===== src/rtl/i2s_clock_divider_search_assert.svh =====
// Assertion macros shared by the search block and its divider.
`ifndef I2S_CLOCK_DIVIDER_SEARCH_ASSERT_SVH
`define I2S_CLOCK_DIVIDER_SEARCH_ASSERT_SVH

`ifndef NO_ASSERTIONS
`define I2SCDS_ASSERT(lbl, prop, msg) \
    lbl: assert property (@(posedge clk) disable iff (!rst_n) prop) else $error(msg);
`define I2SCDS_ASSERT_NEVER(lbl, expr, msg) \
    `I2SCDS_ASSERT(lbl, !(expr), msg)
`else
`define I2SCDS_ASSERT(lbl, prop, msg)
`define I2SCDS_ASSERT_NEVER(lbl, expr, msg)
`endif

`endif


===== src/rtl/i2scds_pkg.sv =====
`timescale 1ns / 1ps

package i2scds_pkg;

    localparam int unsigned DIV_W      = 25;
    localparam int unsigned CHOICE_MAX = 3;
    localparam int unsigned NUM_HALF_FRAME_CHOICES_DEF = 3;
    localparam int unsigned CFG_DATA_W = 7;

    localparam logic [DIV_W-1:0] SRC_SLOW_HZ = 25'd16000000;
    localparam logic [DIV_W-1:0] SRC_FAST_HZ = 25'd32000000;
    localparam logic [6:0]       WORD_BITS   = 7'd16;
    localparam logic [6:0]       PAD_SAT_WS  = 7'd79;

    localparam logic [6:0] CHOICE_A_RST = 7'd16;
    localparam logic [6:0] CHOICE_B_RST = 7'd24;
    localparam logic [6:0] CHOICE_C_RST = 7'd32;

    localparam logic [1:0] CFG_FAST     = 2'd0;
    localparam logic [1:0] CFG_CHOICE_A = 2'd1;
    localparam logic [1:0] CFG_CHOICE_B = 2'd2;
    localparam logic [1:0] CFG_CHOICE_C = 2'd3;

    localparam logic [2:0] FMT_I2S       = 3'd0;
    localparam logic [2:0] FMT_PCM_SHORT = 3'd1;
    localparam logic [2:0] FMT_PCM_LONG  = 3'd2;
    localparam logic [2:0] FMT_LJ        = 3'd3;
    localparam logic [2:0] FMT_RJ        = 3'd4;

    localparam logic [1:0] MODE_PCM = 2'd0;
    localparam logic [1:0] MODE_LJ  = 2'd1;
    localparam logic [1:0] MODE_RJ  = 2'd2;

    typedef enum logic [1:0] {
        ST_OK         = 2'd0,
        ST_BAD_FORMAT = 2'd1,
        ST_BAD_WORD   = 2'd2,
        ST_NO_RATE    = 2'd3
    } status_t;

    typedef struct packed {
        logic [2:0]  audio_format;
        logic [5:0]  sample_bits;
        logic        frame_slave;
        logic [19:0] frame_rate_hz;
    } req_t;

    typedef struct packed {
        logic [1:0]  status;
        logic [1:0]  port_mode;
        logic        ws_start_falling;
        logic        sd_on_falling_sck;
        logic        ws_on_falling_sck;
        logic        ws_initial_level;
        logic        data_offset;
        logic        drives_clocks;
        logic [6:0]  clocks_per_half;
        logic [15:0] clock_divider;
        logic        source_select;
        logic [5:0]  pad_bits;
    } rsp_t;

    typedef struct packed {
        logic       ok;
        logic [1:0] mode;
        logic       wsf;
        logic       sdf;
        logic       wsck;
        logic       wsinit;
        logic       offset;
    } fmt_t;

    typedef struct packed {
        logic             start;
        logic [DIV_W-1:0] dividend;
        logic [DIV_W-1:0] divisor;
    } div_req_t;

    typedef struct packed {
        logic             done;
        logic [DIV_W-1:0] quotient;
    } div_rsp_t;

    function automatic fmt_t fmt_decode(logic [2:0] fmt);
        fmt_t f;
        f = '0;
        unique case (fmt) inside
            FMT_I2S:
            begin
                f.ok = 1'b1; f.mode = MODE_LJ; f.wsf = 1'b1; f.offset = 1'b1;
            end
            FMT_PCM_SHORT, FMT_PCM_LONG:
            begin
                f.ok = 1'b1; f.mode = MODE_PCM; f.sdf = 1'b1; f.wsck = 1'b1;
                f.wsinit = 1'b1; f.offset = 1'b1;
            end
            FMT_LJ:
            begin
                f.ok = 1'b1; f.mode = MODE_LJ;
            end
            FMT_RJ:
            begin
                f.ok = 1'b1; f.mode = MODE_RJ;
            end
            default:
            begin
                f.ok = 1'b0;
            end
        endcase
        return f;
    endfunction

endpackage


===== src/rtl/i2scds_if.sv =====
`timescale 1ns / 1ps

interface i2scds_req_if;
    import i2scds_pkg::*;
    logic valid;
    logic ready;
    req_t data;
    modport source (output valid, output data, input ready);
    modport sink (input valid, input data, output ready);
endinterface

interface i2scds_rsp_if;
    import i2scds_pkg::*;
    logic valid;
    logic ready;
    rsp_t data;
    modport source (output valid, output data, input ready);
    modport sink (input valid, input data, output ready);
endinterface


===== src/rtl/i2s_clock_divider_search.sv =====
`timescale 1ns / 1ps

// Serial audio port timing search. A request carries format, word size,
// frame-clock role and frame rate; one response returns the port timing flags
// and the best source clock, clocks-per-half-frame and divider. The search runs
// every candidate (up to three choices per source, 16 MHz then 32 MHz) through
// one shared 25-bit restoring divider that retires one quotient bit per cycle.
// Each candidate needs three divisions; a choice that is too short is skipped
// without any division, and a zero divider ends its candidate after two. Requests
// rejected on format, word size or a zero rate offer the response in the cycle
// after acceptance; a full search of up to six candidates offers it at its end.
// The request channel is not ready from acceptance until the response is taken.
// The user must write configuration only while idle; the block does not enforce it.

`include "i2s_clock_divider_search_assert.svh"

module i2s_clock_divider_search #(
    parameter int unsigned NUM_HALF_FRAME_CHOICES = i2scds_pkg::NUM_HALF_FRAME_CHOICES_DEF
) (
    input  logic                              clk,
    input  logic                              rst_n,
    input  logic                              cfg_we,
    input  logic [1:0]                        cfg_index,
    input  logic [i2scds_pkg::CFG_DATA_W-1:0] cfg_data,
    i2scds_req_if.sink                        req,
    i2scds_rsp_if.source                      rsp
);
    import i2scds_pkg::*;

    localparam int unsigned CHOICE_CNT =
        (NUM_HALF_FRAME_CHOICES > CHOICE_MAX) ? CHOICE_MAX : NUM_HALF_FRAME_CHOICES;
    localparam logic [1:0] IDX_LAST = 2'(CHOICE_CNT - 1);

    typedef enum logic [7:0] {
        S_IDLE   = 8'b0000_0001,
        S_CAND   = 8'b0000_0010,
        S_NUM    = 8'b0000_0100,
        S_RND    = 8'b0000_1000,
        S_MUL    = 8'b0001_0000,
        S_RSTART = 8'b0010_0000,
        S_REAL   = 8'b0100_0000,
        S_OUT    = 8'b1000_0000
    } state_t;

    state_t           state_reg, state_next;
    logic             fast_reg;
    logic [6:0]       choice_reg [CHOICE_MAX];
    fmt_t             fmt_reg, fmt_next;
    logic             slave_reg, slave_next;
    logic [19:0]      rate_reg, rate_next;
    status_t          status_reg, status_next;
    logic             src_reg, src_next;
    logic [1:0]       idx_reg, idx_next;
    logic             found_reg, found_next;
    logic [DIV_W-1:0] best_diff_reg, best_diff_next;
    logic [6:0]       best_ws_reg, best_ws_next;
    logic [15:0]      best_div_reg, best_div_next;
    logic             best_src_reg, best_src_next;
    logic [15:0]      cand_div_reg, cand_div_next;
    logic [DIV_W-1:0] prod_reg, prod_next;

    div_req_t         div_req;
    div_rsp_t         div_rsp;

    logic [6:0]       ws_cur;
    logic [7:0]       two_ws;
    logic [DIV_W-1:0] clk_hz;
    logic [DIV_W-1:0] rate_ext;
    logic [DIV_W-1:0] diff;
    logic [23:0]      prod_w;
    logic             take;
    logic             found_now;
    fmt_t             fmt_in;
    logic             ok;
    logic [5:0]       pad;
    rsp_t             out_w;

    i2scds_div u_div (
        .clk   (clk),
        .rst_n (rst_n),
        .req   (div_req),
        .rsp   (div_rsp)
    );

    assign ws_cur   = choice_reg[idx_reg];
    assign two_ws   = {ws_cur, 1'b0};
    assign clk_hz   = src_reg ? SRC_FAST_HZ : SRC_SLOW_HZ;
    assign rate_ext = DIV_W'(rate_reg);
    assign prod_w   = cand_div_reg * two_ws;
    assign diff     = (div_rsp.quotient >= rate_ext) ? div_rsp.quotient - rate_ext
                                                    : rate_ext - div_rsp.quotient;
    assign take     = !found_reg || (diff < best_diff_reg);
    assign fmt_in   = fmt_decode(req.data.audio_format);

    always_comb
    begin
        state_next     = state_reg;
        fmt_next       = fmt_reg;
        slave_next     = slave_reg;
        rate_next      = rate_reg;
        status_next    = status_reg;
        src_next       = src_reg;
        idx_next       = idx_reg;
        found_next     = found_reg;
        best_diff_next = best_diff_reg;
        best_ws_next   = best_ws_reg;
        best_div_next  = best_div_reg;
        best_src_next  = best_src_reg;
        cand_div_next  = cand_div_reg;
        prod_next      = prod_reg;
        div_req        = '0;
        found_now      = found_reg;

        unique case (state_reg)
            S_IDLE:
            begin
                if (req.valid)
                begin
                    fmt_next   = fmt_in;
                    slave_next = req.data.frame_slave;
                    rate_next  = req.data.frame_rate_hz;
                    found_next = 1'b0;
                    src_next   = 1'b0;
                    idx_next   = '0;
                    if (!fmt_in.ok)
                    begin
                        status_next = ST_BAD_FORMAT;
                        state_next  = S_OUT;
                    end
                    else if (req.data.sample_bits != WORD_BITS[5:0])
                    begin
                        status_next = ST_BAD_WORD;
                        state_next  = S_OUT;
                    end
                    else if (req.data.frame_rate_hz == '0)
                    begin
                        status_next = ST_NO_RATE;
                        state_next  = S_OUT;
                    end
                    else
                    begin
                        state_next = S_CAND;
                    end
                end
            end
            S_CAND:
            begin
                // skip choices too short for offset plus word
                if (ws_cur >= WORD_BITS + 7'(fmt_reg.offset))
                begin
                    div_req.start    = 1'b1;
                    div_req.dividend = clk_hz;
                    div_req.divisor  = DIV_W'(two_ws);
                    state_next       = S_NUM;
                end
            end
            S_NUM:
            begin
                if (div_rsp.done)
                begin
                    // round to nearest
                    div_req.start    = 1'b1;
                    div_req.dividend = div_rsp.quotient + DIV_W'(rate_reg[19:1]);
                    div_req.divisor  = rate_ext;
                    state_next       = S_RND;
                end
            end
            S_RND:
            begin
                if (div_rsp.done)
                begin
                    cand_div_next = div_rsp.quotient[15:0];
                    if (div_rsp.quotient[15:0] != '0)
                    begin
                        state_next = S_MUL;
                    end
                end
            end
            S_MUL:
            begin
                prod_next  = DIV_W'(prod_w);
                state_next = S_RSTART;
            end
            S_RSTART:
            begin
                div_req.start    = 1'b1;
                div_req.dividend = clk_hz;
                div_req.divisor  = prod_reg;
                state_next       = S_REAL;
            end
            S_REAL:
            begin
                if (div_rsp.done && take)
                begin
                    found_next     = 1'b1;
                    found_now      = 1'b1;
                    best_diff_next = diff;
                    best_ws_next   = ws_cur;
                    best_div_next  = cand_div_reg;
                    best_src_next  = src_reg;
                end
            end
            S_OUT:
            begin
                if (rsp.ready)
                begin
                    state_next = S_IDLE;
                end
            end
            default:
            begin
                state_next = S_IDLE;
            end
        endcase

        // advance to the next candidate once this one is finished or skipped
        if ((state_reg == S_CAND && state_next == S_CAND)
            || (state_reg == S_RND && div_rsp.done && state_next == S_RND)
            || (state_reg == S_REAL && div_rsp.done))
        begin
            if (idx_reg != IDX_LAST)
            begin
                idx_next   = idx_reg + 1'b1;
                state_next = S_CAND;
            end
            else if (!src_reg && fast_reg)
            begin
                src_next   = 1'b1;
                idx_next   = '0;
                state_next = S_CAND;
            end
            else
            begin
                status_next = found_now ? ST_OK : ST_NO_RATE;
                state_next  = S_OUT;
            end
        end
    end

    always_ff @(posedge clk or negedge rst_n)
    begin
        if (!rst_n)
        begin
            state_reg     <= S_IDLE;
            status_reg    <= ST_OK;
            src_reg       <= 1'b0;
            idx_reg       <= '0;
            found_reg     <= 1'b0;
            fast_reg      <= 1'b1;
            choice_reg[0] <= CHOICE_A_RST;
            choice_reg[1] <= CHOICE_B_RST;
            choice_reg[2] <= CHOICE_C_RST;
        end
        else
        begin
            state_reg  <= state_next;
            status_reg <= status_next;
            src_reg    <= src_next;
            idx_reg    <= idx_next;
            found_reg  <= found_next;
            if (cfg_we)
            begin
                unique case (cfg_index)
                    CFG_FAST:     fast_reg      <= cfg_data[0];
                    CFG_CHOICE_A: choice_reg[0] <= cfg_data;
                    CFG_CHOICE_B: choice_reg[1] <= cfg_data;
                    CFG_CHOICE_C: choice_reg[2] <= cfg_data;
                    default:      fast_reg      <= fast_reg;
                endcase
            end
        end
    end

    always_ff @(posedge clk)
    begin
        fmt_reg       <= fmt_next;
        slave_reg     <= slave_next;
        rate_reg      <= rate_next;
        best_diff_reg <= best_diff_next;
        best_ws_reg   <= best_ws_next;
        best_div_reg  <= best_div_next;
        best_src_reg  <= best_src_next;
        cand_div_reg  <= cand_div_next;
        prod_reg      <= prod_next;
    end

    assign ok  = (status_reg == ST_OK);
    assign pad = (best_ws_reg > PAD_SAT_WS) ? 6'd63 : 6'(best_ws_reg - WORD_BITS);

    always_comb
    begin
        out_w        = '0;
        out_w.status = status_reg;
        if (ok)
        begin
            out_w.port_mode         = fmt_reg.mode;
            out_w.ws_start_falling  = fmt_reg.wsf;
            out_w.sd_on_falling_sck = fmt_reg.sdf;
            out_w.ws_on_falling_sck = fmt_reg.wsck;
            out_w.ws_initial_level  = fmt_reg.wsinit;
            out_w.data_offset       = fmt_reg.offset;
            out_w.drives_clocks     = !slave_reg;
            out_w.clocks_per_half   = best_ws_reg;
            out_w.clock_divider     = best_div_reg;
            out_w.source_select     = best_src_reg;
            out_w.pad_bits          = (fmt_reg.mode == MODE_RJ) ? pad : 6'd0;
        end
    end

    assign req.ready = (state_reg == S_IDLE);
    assign rsp.valid = (state_reg == S_OUT);
    assign rsp.data  = out_w;

    `I2SCDS_ASSERT_NEVER(top_req_rsp_overlap, req.ready && rsp.valid, "request taken mid-search")
    `I2SCDS_ASSERT(top_ok_sane,
        rsp.valid && ok |-> best_div_reg != '0 && best_ws_reg >= WORD_BITS, "bad pick")
    `I2SCDS_ASSERT(top_fast_src,
        state_reg != S_IDLE && src_reg |-> fast_reg, "fast source not enabled")
    `I2SCDS_ASSERT_NEVER(top_div_start_idle,
        div_req.start && (state_reg == S_IDLE || state_reg == S_OUT), "stray divide")

endmodule


===== src/rtl/i2scds_div.sv =====
`timescale 1ns / 1ps

`include "i2s_clock_divider_search_assert.svh"

module i2scds_div (
    input  logic                 clk,
    input  logic                 rst_n,
    input  i2scds_pkg::div_req_t req,
    output i2scds_pkg::div_rsp_t rsp
);
    import i2scds_pkg::*;

    localparam int unsigned CW = $clog2(DIV_W);

    logic [DIV_W-1:0] rem_reg, rem_next;
    logic [DIV_W-1:0] quo_reg, quo_next;
    logic [DIV_W-1:0] dsr_reg, dsr_next;
    logic [CW-1:0]    cnt_reg, cnt_next;
    logic             busy_reg, busy_next;
    logic             done_reg, done_next;
    logic [DIV_W:0]   trial;

    // one restoring step: shift in the next dividend bit, try to subtract
    assign trial = {rem_reg, quo_reg[DIV_W-1]} - {1'b0, dsr_reg};

    always_comb
    begin
        rem_next  = rem_reg;
        quo_next  = quo_reg;
        dsr_next  = dsr_reg;
        cnt_next  = cnt_reg;
        busy_next = busy_reg;
        done_next = 1'b0;
        if (req.start)
        begin
            rem_next  = '0;
            quo_next  = req.dividend;
            dsr_next  = req.divisor;
            cnt_next  = CW'(DIV_W - 1);
            busy_next = 1'b1;
        end
        else if (busy_reg)
        begin
            if (!trial[DIV_W])
            begin
                rem_next = trial[DIV_W-1:0];
                quo_next = {quo_reg[DIV_W-2:0], 1'b1};
            end
            else
            begin
                rem_next = {rem_reg[DIV_W-2:0], quo_reg[DIV_W-1]};
                quo_next = {quo_reg[DIV_W-2:0], 1'b0};
            end
            cnt_next = cnt_reg - 1'b1;
            if (cnt_reg == '0)
            begin
                busy_next = 1'b0;
                done_next = 1'b1;
            end
        end
    end

    always_ff @(posedge clk or negedge rst_n)
    begin
        if (!rst_n)
        begin
            cnt_reg  <= '0;
            busy_reg <= 1'b0;
            done_reg <= 1'b0;
        end
        else
        begin
            cnt_reg  <= cnt_next;
            busy_reg <= busy_next;
            done_reg <= done_next;
        end
    end

    always_ff @(posedge clk)
    begin
        rem_reg <= rem_next;
        quo_reg <= quo_next;
        dsr_reg <= dsr_next;
    end

    assign rsp.done     = done_reg;
    assign rsp.quotient = quo_reg;

    `I2SCDS_ASSERT_NEVER(div_start_while_busy, req.start && busy_reg, "divider restarted mid-run")
    `I2SCDS_ASSERT(div_done_after_busy, done_reg |-> $past(busy_reg), "done without a run")
    `I2SCDS_ASSERT(div_rem_bound, done_reg && dsr_reg != '0 |-> rem_reg < dsr_reg, "bad remainder")

endmodule


===== src/flat_wrapper.sv =====
// flat-port wrapper written by rule: the top's interface ports become plain ports
module i2s_clock_divider_search_flat import i2scds_pkg::*;
#(
    parameter int unsigned NUM_HALF_FRAME_CHOICES = i2scds_pkg::NUM_HALF_FRAME_CHOICES_DEF
)
  (clk, rst_n, cfg_we, cfg_index, cfg_data, req_valid, req_data, req_ready, rsp_valid, rsp_data, rsp_ready);
  i2scds_req_if req_i ();
  i2scds_rsp_if rsp_i ();
  input  logic clk;
  input  logic rst_n;
  input  logic cfg_we;
  input  logic [1:0] cfg_index;
  input  logic [i2scds_pkg::CFG_DATA_W-1:0] cfg_data;
  input wire logic [$bits(req_i.valid)-1:0] req_valid;
  input wire logic [$bits(req_i.data)-1:0] req_data;
  output wire logic [$bits(req_i.ready)-1:0] req_ready;
  output wire logic [$bits(rsp_i.valid)-1:0] rsp_valid;
  output wire logic [$bits(rsp_i.data)-1:0] rsp_data;
  input wire logic [$bits(rsp_i.ready)-1:0] rsp_ready;
  assign req_i.valid = req_valid;
  assign req_i.data = req_data;
  assign req_ready = req_i.ready;
  assign rsp_valid = rsp_i.valid;
  assign rsp_data = rsp_i.data;
  assign rsp_i.ready = rsp_ready;
  i2s_clock_divider_search #(.NUM_HALF_FRAME_CHOICES(NUM_HALF_FRAME_CHOICES)) u_core (.clk(clk), .rst_n(rst_n), .cfg_we(cfg_we), .cfg_index(cfg_index), .cfg_data(cfg_data), .req(req_i), .rsp(rsp_i));
endmodule

===== config.mk =====
export PLATFORM = sky130hd
export DESIGN_NAME = i2s_clock_divider_search_flat
export DESIGN_NICKNAME = d
export VERILOG_FILES = /design/src/rtl/i2scds_pkg.sv /design/src/rtl/i2scds_if.sv /design/src/rtl/i2s_clock_divider_search.sv /design/src/rtl/i2scds_div.sv /design/src/flat_wrapper.sv
export VERILOG_INCLUDE_DIRS = /design/src /design/src/rtl
export SDC_FILE = /design/constraint.sdc
export NUM_CORES = 1
export LEC_CHECK = 0
export BUFFER_PORTS_ARGS = -buffer_cell sky130_fd_sc_hd__buf_2
export CAP_MARGIN = 20
export CORE_MARGIN = 3
export CORE_UTILIZATION = 57
export DETAILED_ROUTE_END_ITERATION = 8
export PLACE_DENSITY = 0.8
export SLEW_MARGIN = 5
export SYNTH_ARGS = -nofsm -noshare
export SYNTH_HDL_FRONTEND = slang
export SYNTH_SLANG_ARGS = --single-unit

===== constraint.sdc =====
create_clock -name clk -period 6.2 [get_ports clk]
set_clock_uncertainty 0.05 [all_clocks]
set_input_delay 0.62 -clock clk [delete_from_list [all_inputs] [get_ports clk]]
set_output_delay 0.62 -clock clk [all_outputs]
set_load 0.01 [all_outputs]

After elaboration in Yosys (flattened, before gate mapping) --
Index checks and enable logic that the tools add are counted. W data, S select, Z words.
Storage, ports and cells: word-level logic and storage cells 161, output and inout port bits 42, register bits after elaboration 234, bits of input ports 44
Cells by class: order comparisons 5, reductions and logical operators 32, mux-type cells 64, eq/ne operators 21, bitwise gates (word level) 1, multipliers 1, add/sub/neg operators 8
Operator list (count):
- $pmux W51 S3 | 1
- $mux W25 | 5
- $mux W51 | 2
- $mux W8 | 12
- $pmux W8 S8 | 1
- $mux W38 | 1
- $mux W2 | 14
- $sub A26 B25 Y26 | 1
- $add A25 B19 Y25 | 1
- $ge A25 B20 Y1 | 1
- $lt A25 B25 Y1 | 1
- $sub A20 B25 Y25 | 1
- $sub A25 B20 Y25 | 1
- $mul A16 B7 Y23 | 1
- $logic_not A20 Y1 | 1
- $mux W1 | 18
- $eq A8 B2 Y1 const B | 2
- $eq A8 B4 Y1 const B | 2
- $reduce_and A2 Y1 | 8
- $reduce_bool A16 Y1 | 1
- $bmux W7 S2 | 1
- $mux W7 | 2
- $mux W6 | 2
- $mux W5 | 2
- other kinds (34) | 50

Depth between registers and ports, before layout --
depth after elaboration 12, depth in mapped cells 25, mapped depth without buffers 22

By module --
Synthesis repeated with hierarchy kept, for this count alone.
Unflattened totals: cells, all modules 1880, area, all modules 18418.9 sq um
By module, submodules not included:
- i2s_clock_divider_search | instances 1, cells each 1443, area each 13735.7 sq um, seq. area each 4331.7 sq um
- i2scds_div | instances 1, cells each 437, area each 4683.2 sq um, seq. area each 2177.1 sq um

Least setup slack after synthesis --
OpenSTA, ideal clock, no wires.
path type register -> register, from register u_core.u_div.quo_reg[19], to register u_core.best_diff_reg[0], enable pin, path slack -0.632 ns, cell stages (with the launch flop) 24, data arrival time 6.327 ns, required time 5.694 ns, library setup time 0.456 ns, cell sequence edfxtp_1 > inv_1 > ha_1 > clkbuf_1 > nand4_1 > or4_1 > or3_1 > and3_1 > buf_6 > inv_6 > nor2_4 > buf_2 > a21oi_1 > xor2_1 > ha_1 > a21o_1 > a21o_1 > a21oi_1 > o211ai_1 > o211ai_1 > a31oi_1 > o2111ai_1 > a21oi_1 > nor2_1
On the way: cells in the longest elaborated chain, start to end 6
Ends and longest elaborated chain:
- start, declared | line i2scds_div.sv:16 | logic [DIV_W-1:0] quo_reg, quo_next;
- start signal, assigned | line i2scds_div.sv:82 | quo_reg <= quo_next;
- $ge A25 B20 Y1 | line i2s_clock_divider_search.sv:90 | assign diff = (div_rsp.quotient >= rate_ext) ? div_rsp.quotient - rate_ext
- $mux W25 | line i2s_clock_divider_search.sv:90
- via u_core.diff[10] | line i2s_clock_divider_search.sv:69 | logic [DIV_W-1:0] diff;
- $lt A25 B25 Y1 | line i2s_clock_divider_search.sv:92 | assign take = !found_reg || (diff < best_diff_reg);
- $logic_or A1 B1 Y1 | line i2s_clock_divider_search.sv:92
- $logic_and A1 B1 Y1 | line i2s_clock_divider_search.sv:193 | if (div_rsp.done && take)
- $reduce_and A2 Y1 (no line)
- end signal, assigned | line i2s_clock_divider_search.sv:279 | best_diff_reg <= best_diff_next;
- end, declared | line i2s_clock_divider_search.sv:55 | logic [DIV_W-1:0] best_diff_reg, best_diff_next;
The timed path passes the listed nets, and every way through them passes these cells. A chain may end at the register's enable or synchronous reset.

Worst setup path after layout --
from register u_core.u_div.quo_reg[12], to register u_core.best_diff_reg[11], enable pin
On the way: cells in the longest elaborated chain, start to end 6
Ends and longest elaborated chain:
- $sub A20 B25 Y25, or another cell as far along | line i2s_clock_divider_search.sv:91 | : rate_ext - div_rsp.quotient;
- $mux W25 (*) | line i2s_clock_divider_search.sv:90
- via u_core.diff[16] | line i2s_clock_divider_search.sv:69
- $lt A25 B25 Y1 (*) | line i2s_clock_divider_search.sv:92
- $logic_or A1 B1 Y1 (*) | line i2s_clock_divider_search.sv:92
- $logic_and A1 B1 Y1 (*) | line i2s_clock_divider_search.sv:193
- $reduce_and A2 Y1 (no line) (*)
Mark *: on every way through the listed nets, which the timed path passes. The rest lies on a longest branch.

==> results.sh <==
export IMPL_outcome="completed"
export IMPL_internal_power_mw=5.61
export IMPL_cts_buffers=27
export IMPL_io_buffers=85
export IMPL_min_path_type="primary input to asynchronous set/reset pin"
export IMPL_slew_viol_final=0
export IMPL_totalWireLength_um=46500
export IMPL_grt_max_degree=44
export IMPL_startpoint_type="flip-flop"
export IMPL_synth_top_cells_by_area="edfxtp_1 (27%), ha_1 (11%), fa_1 (8.2%)"
export IMPL_finalSetupTns_ps=0
export IMPL_ys_ff_latch=231
export IMPL_pwr_share_seq=0.217
export IMPL_cts_tree="yes"
export IMPL_die_h_um=183
export IMPL_period_needed_ps=5960
export IMPL_wire_per_inst_um=19.7
export IMPL_netlist_area_leader_share=0.275
export IMPL_die_width_um=183
export IMPL_worstPathArrival_ps=6210
export IMPL_power_mw=9.92
export IMPL_clk_pin_slew_ps=60
export IMPL_clk_root_buffer_cell="clkbuf_16"
export IMPL_p_leak_nw=8.85
export IMPL_grt_pass1_vias=13900
export IMPL_dr_total_vias=14300
export IMPL_htreeDepth=1
export IMPL_clock_latency_ps=560
export IMPL_routabilityCongestion=0.946
export IMPL_critical_path_top_delay_family="simple AND/OR/NAND/NOR gates"
export IMPL_drc=0
export IMPL_setup_viol=0
export IMPL_grt_use_total=0.273
export IMPL_critPathMaxFanout=25
export IMPL_num_rows=64
export IMPL_clockPowerShare=0.163
export IMPL_initial_core_util=0.581
export IMPL_fmax_mhz=168
export IMPL_area_growth_pct=11.2
export IMPL_stdcell_count=2362
export IMPL_synth_avg_cell_area_um2=9.65
export IMPL_core_mm2=0.0307
export IMPL_synth_edf_count=163
export IMPL_tightest_slew_ps=1130
export IMPL_dp_slack_ps=122
export IMPL_synthDistinctLibCells=89
export IMPL_drive_gt1_frac=0.122
export IMPL_cp_end_kind="flip-flop"
export IMPL_ant_nets=0
export IMPL_combPwrFrac=0.620
export IMPL_rsz0062_at_grt="no"
export IMPL_slew_headroom=0.241
export IMPL_vdd_drop_max_mv=0.675
export IMPL_io_pins=86
export IMPL_netlist_instances=1846
export IMPL_finalHoldViolations=0
export IMPL_dr_first_iter_drc_count=1511
export IMPL_worst_path_largest_cell_delay_ps=600
export IMPL_ys_top_cells_by_count="inv_1 (209), edfxtp_1 (163), ha_1 (152), nand2_1 (143), a21oi_1 (122)"
export IMPL_grt_overflow=0
export IMPL_critPathRequiredTime_ps=6450
export IMPL_crit_chain="inv_1 -> ha_1 -> nand4_1 -> or4_1 -> or3_1 -> and3_1 -> inv_6 -> o21ai_1 -> a32oi_2 -> o31ai_1 -> xor2_1 -> ha_1 -> nand4_1 -> or3_1 -> a2111o_1 -> a31oi_1 -> o2111ai_1 -> a21oi_1 -> nor2_4 -> buf_12"
export IMPL_ys_seq_area_frac=0.364
export IMPL_die_area_mm2=0.0334
export IMPL_yosysMostFrequentCell="inv_1"
export IMPL_async_flop_share=0.186
export IMPL_syn_num_nets=2115
export IMPL_slowest_stage="or4_1"
export IMPL_first_pass_iters=6
export IMPL_crit_buf_inv=3
export IMPL_postCtsHoldBufs=0
export IMPL_setup_slack_ps=243
export IMPL_synth_area_mm2=0.0178
export IMPL_ys_flop_type="edfxtp_1"
export IMPL_switching_power_mw=4.31
export IMPL_cap_violations=0
export IMPL_postLayoutCoreUtil=0.646
export IMPL_crit_type="flip-flop to flip-flop"
export IMPL_yosysTopAreaCell="edfxtp_1"
export IMPL_yosys_warnings=0
export IMPL_nets=2213
export IMPL_grt_pass1_wl_um=73800
export IMPL_antenna_found_initial=0
export IMPL_fin_crit_sh=0.961
export IMPL_cts_max_path_buffers=3
export IMPL_vias_per_cell=6.05
export IMPL_dp_cells=2308
export IMPL_sw_frac_of_total=0.435
export IMPL_p_per_area_mw_per_mm2=501
export IMPL_clock_sinks=231
export IMPL_dpl_hpwl_um=34700
## final cells by class
cell class | instances | area, um2
Antenna cell | 1 | 2.50
Clock buffer | 39 | 835
Clock inverter | 11 | 85.1
Fill cell | 2407 | 10900
Inverter | 211 | 797
Multi-Input combinational cell | 1339 | 10300
Sequential cell | 231 | 6480
Tap cell | 396 | 495
Timing Repair Buffer | 134 | 826
## per-layer routing
metal / routed length (um) / part of all wire / track usage
met5: 0 / 0 / 0
met4: 1410 / 0.030 / 0.0856
met3: 3340 / 0.072 / 0.0426
met2: 22000 / 0.47 / 0.451
met1: 19700 / 0.42 / 0.374
## power groups by stage
stage               Clock [mW]  Sequential, mW  Combinational, mW
finish                    1.62            2.15               6.16
global route              1.71            2.16               6.93
CTS                       1.64            2.14               6.08
detailed placement           0            2.17               6.04
global placement             0            2.17               5.74
floorplan                    0            2.13               4.72
## stage by stage
stage	area, um2	hold WS [ps]
6_report	19800	173
3_3_place_gp	18800	437
4_1_cts	19800	166
2_1_floorplan	17800	274
5_1_grt	19800	176
3_5_place_dp	18800	444
## final timing paths
kind                                                     from                             endpoint  slack, ps  cells past startpoint
min in group clk                                 req_data[20]           u_core.slave_reg$_DFFE_PP_        180                      1
setup / recovery           u_core.u_div.quo_reg[12]$_DFFE_PP_   u_core.best_diff_reg[11]$_DFFE_PP_        240                     20
hold / removal                                          rst_n  u_core.u_div.cnt_reg[4]$_DFFE_PN0P_        170                      1
max in group asynchronous                               rst_n          u_core.idx_reg[1]$_DFF_PN0_       5240                      1
setup reg to reg           u_core.u_div.quo_reg[12]$_DFFE_PP_   u_core.best_diff_reg[11]$_DFFE_PP_        240                     20
hold reg to reg             u_core.choice_reg[17]$_DFFE_PN0P_    u_core.choice_reg[17]$_DFFE_PN0P_        450                      1
## logic make-up after synthesis
logic type      Yosys count  synth area share
xor+xnor                 76            0.0374
buf+inv                 276            0.0606
fa+ha+maj               225             0.189
flops                   231             0.364
mux                      50            0.0300
compound gates          438             0.157
simple gates            550             0.162
## placed cells by master, fill, tap and decap left out, drive strengths merged, types with 17 or more instances in the layout
master and instances:
a21oi 122, fa 73, xor2 33, ha 152, o21ai 101, nand2 144, mux2i 26, buf 134
edfxtp 163, dfxtp 25, nand2b 31, dfrtp 37, inv 213, xnor2 43, a31oi 17, clkbuf 39
o21a 22, nor3 29, and2 116, o22ai 20, nand3 21, a21o 32, a211oi 23, nor2 93
mux2 24
## repair_timing
action,4_1_cts,5_1_grt
resized for setup,0,5
setup endpoints to repair,0,50
setup buffers,0,2
No activity file was read; power rests on OpenSTA's default activity.
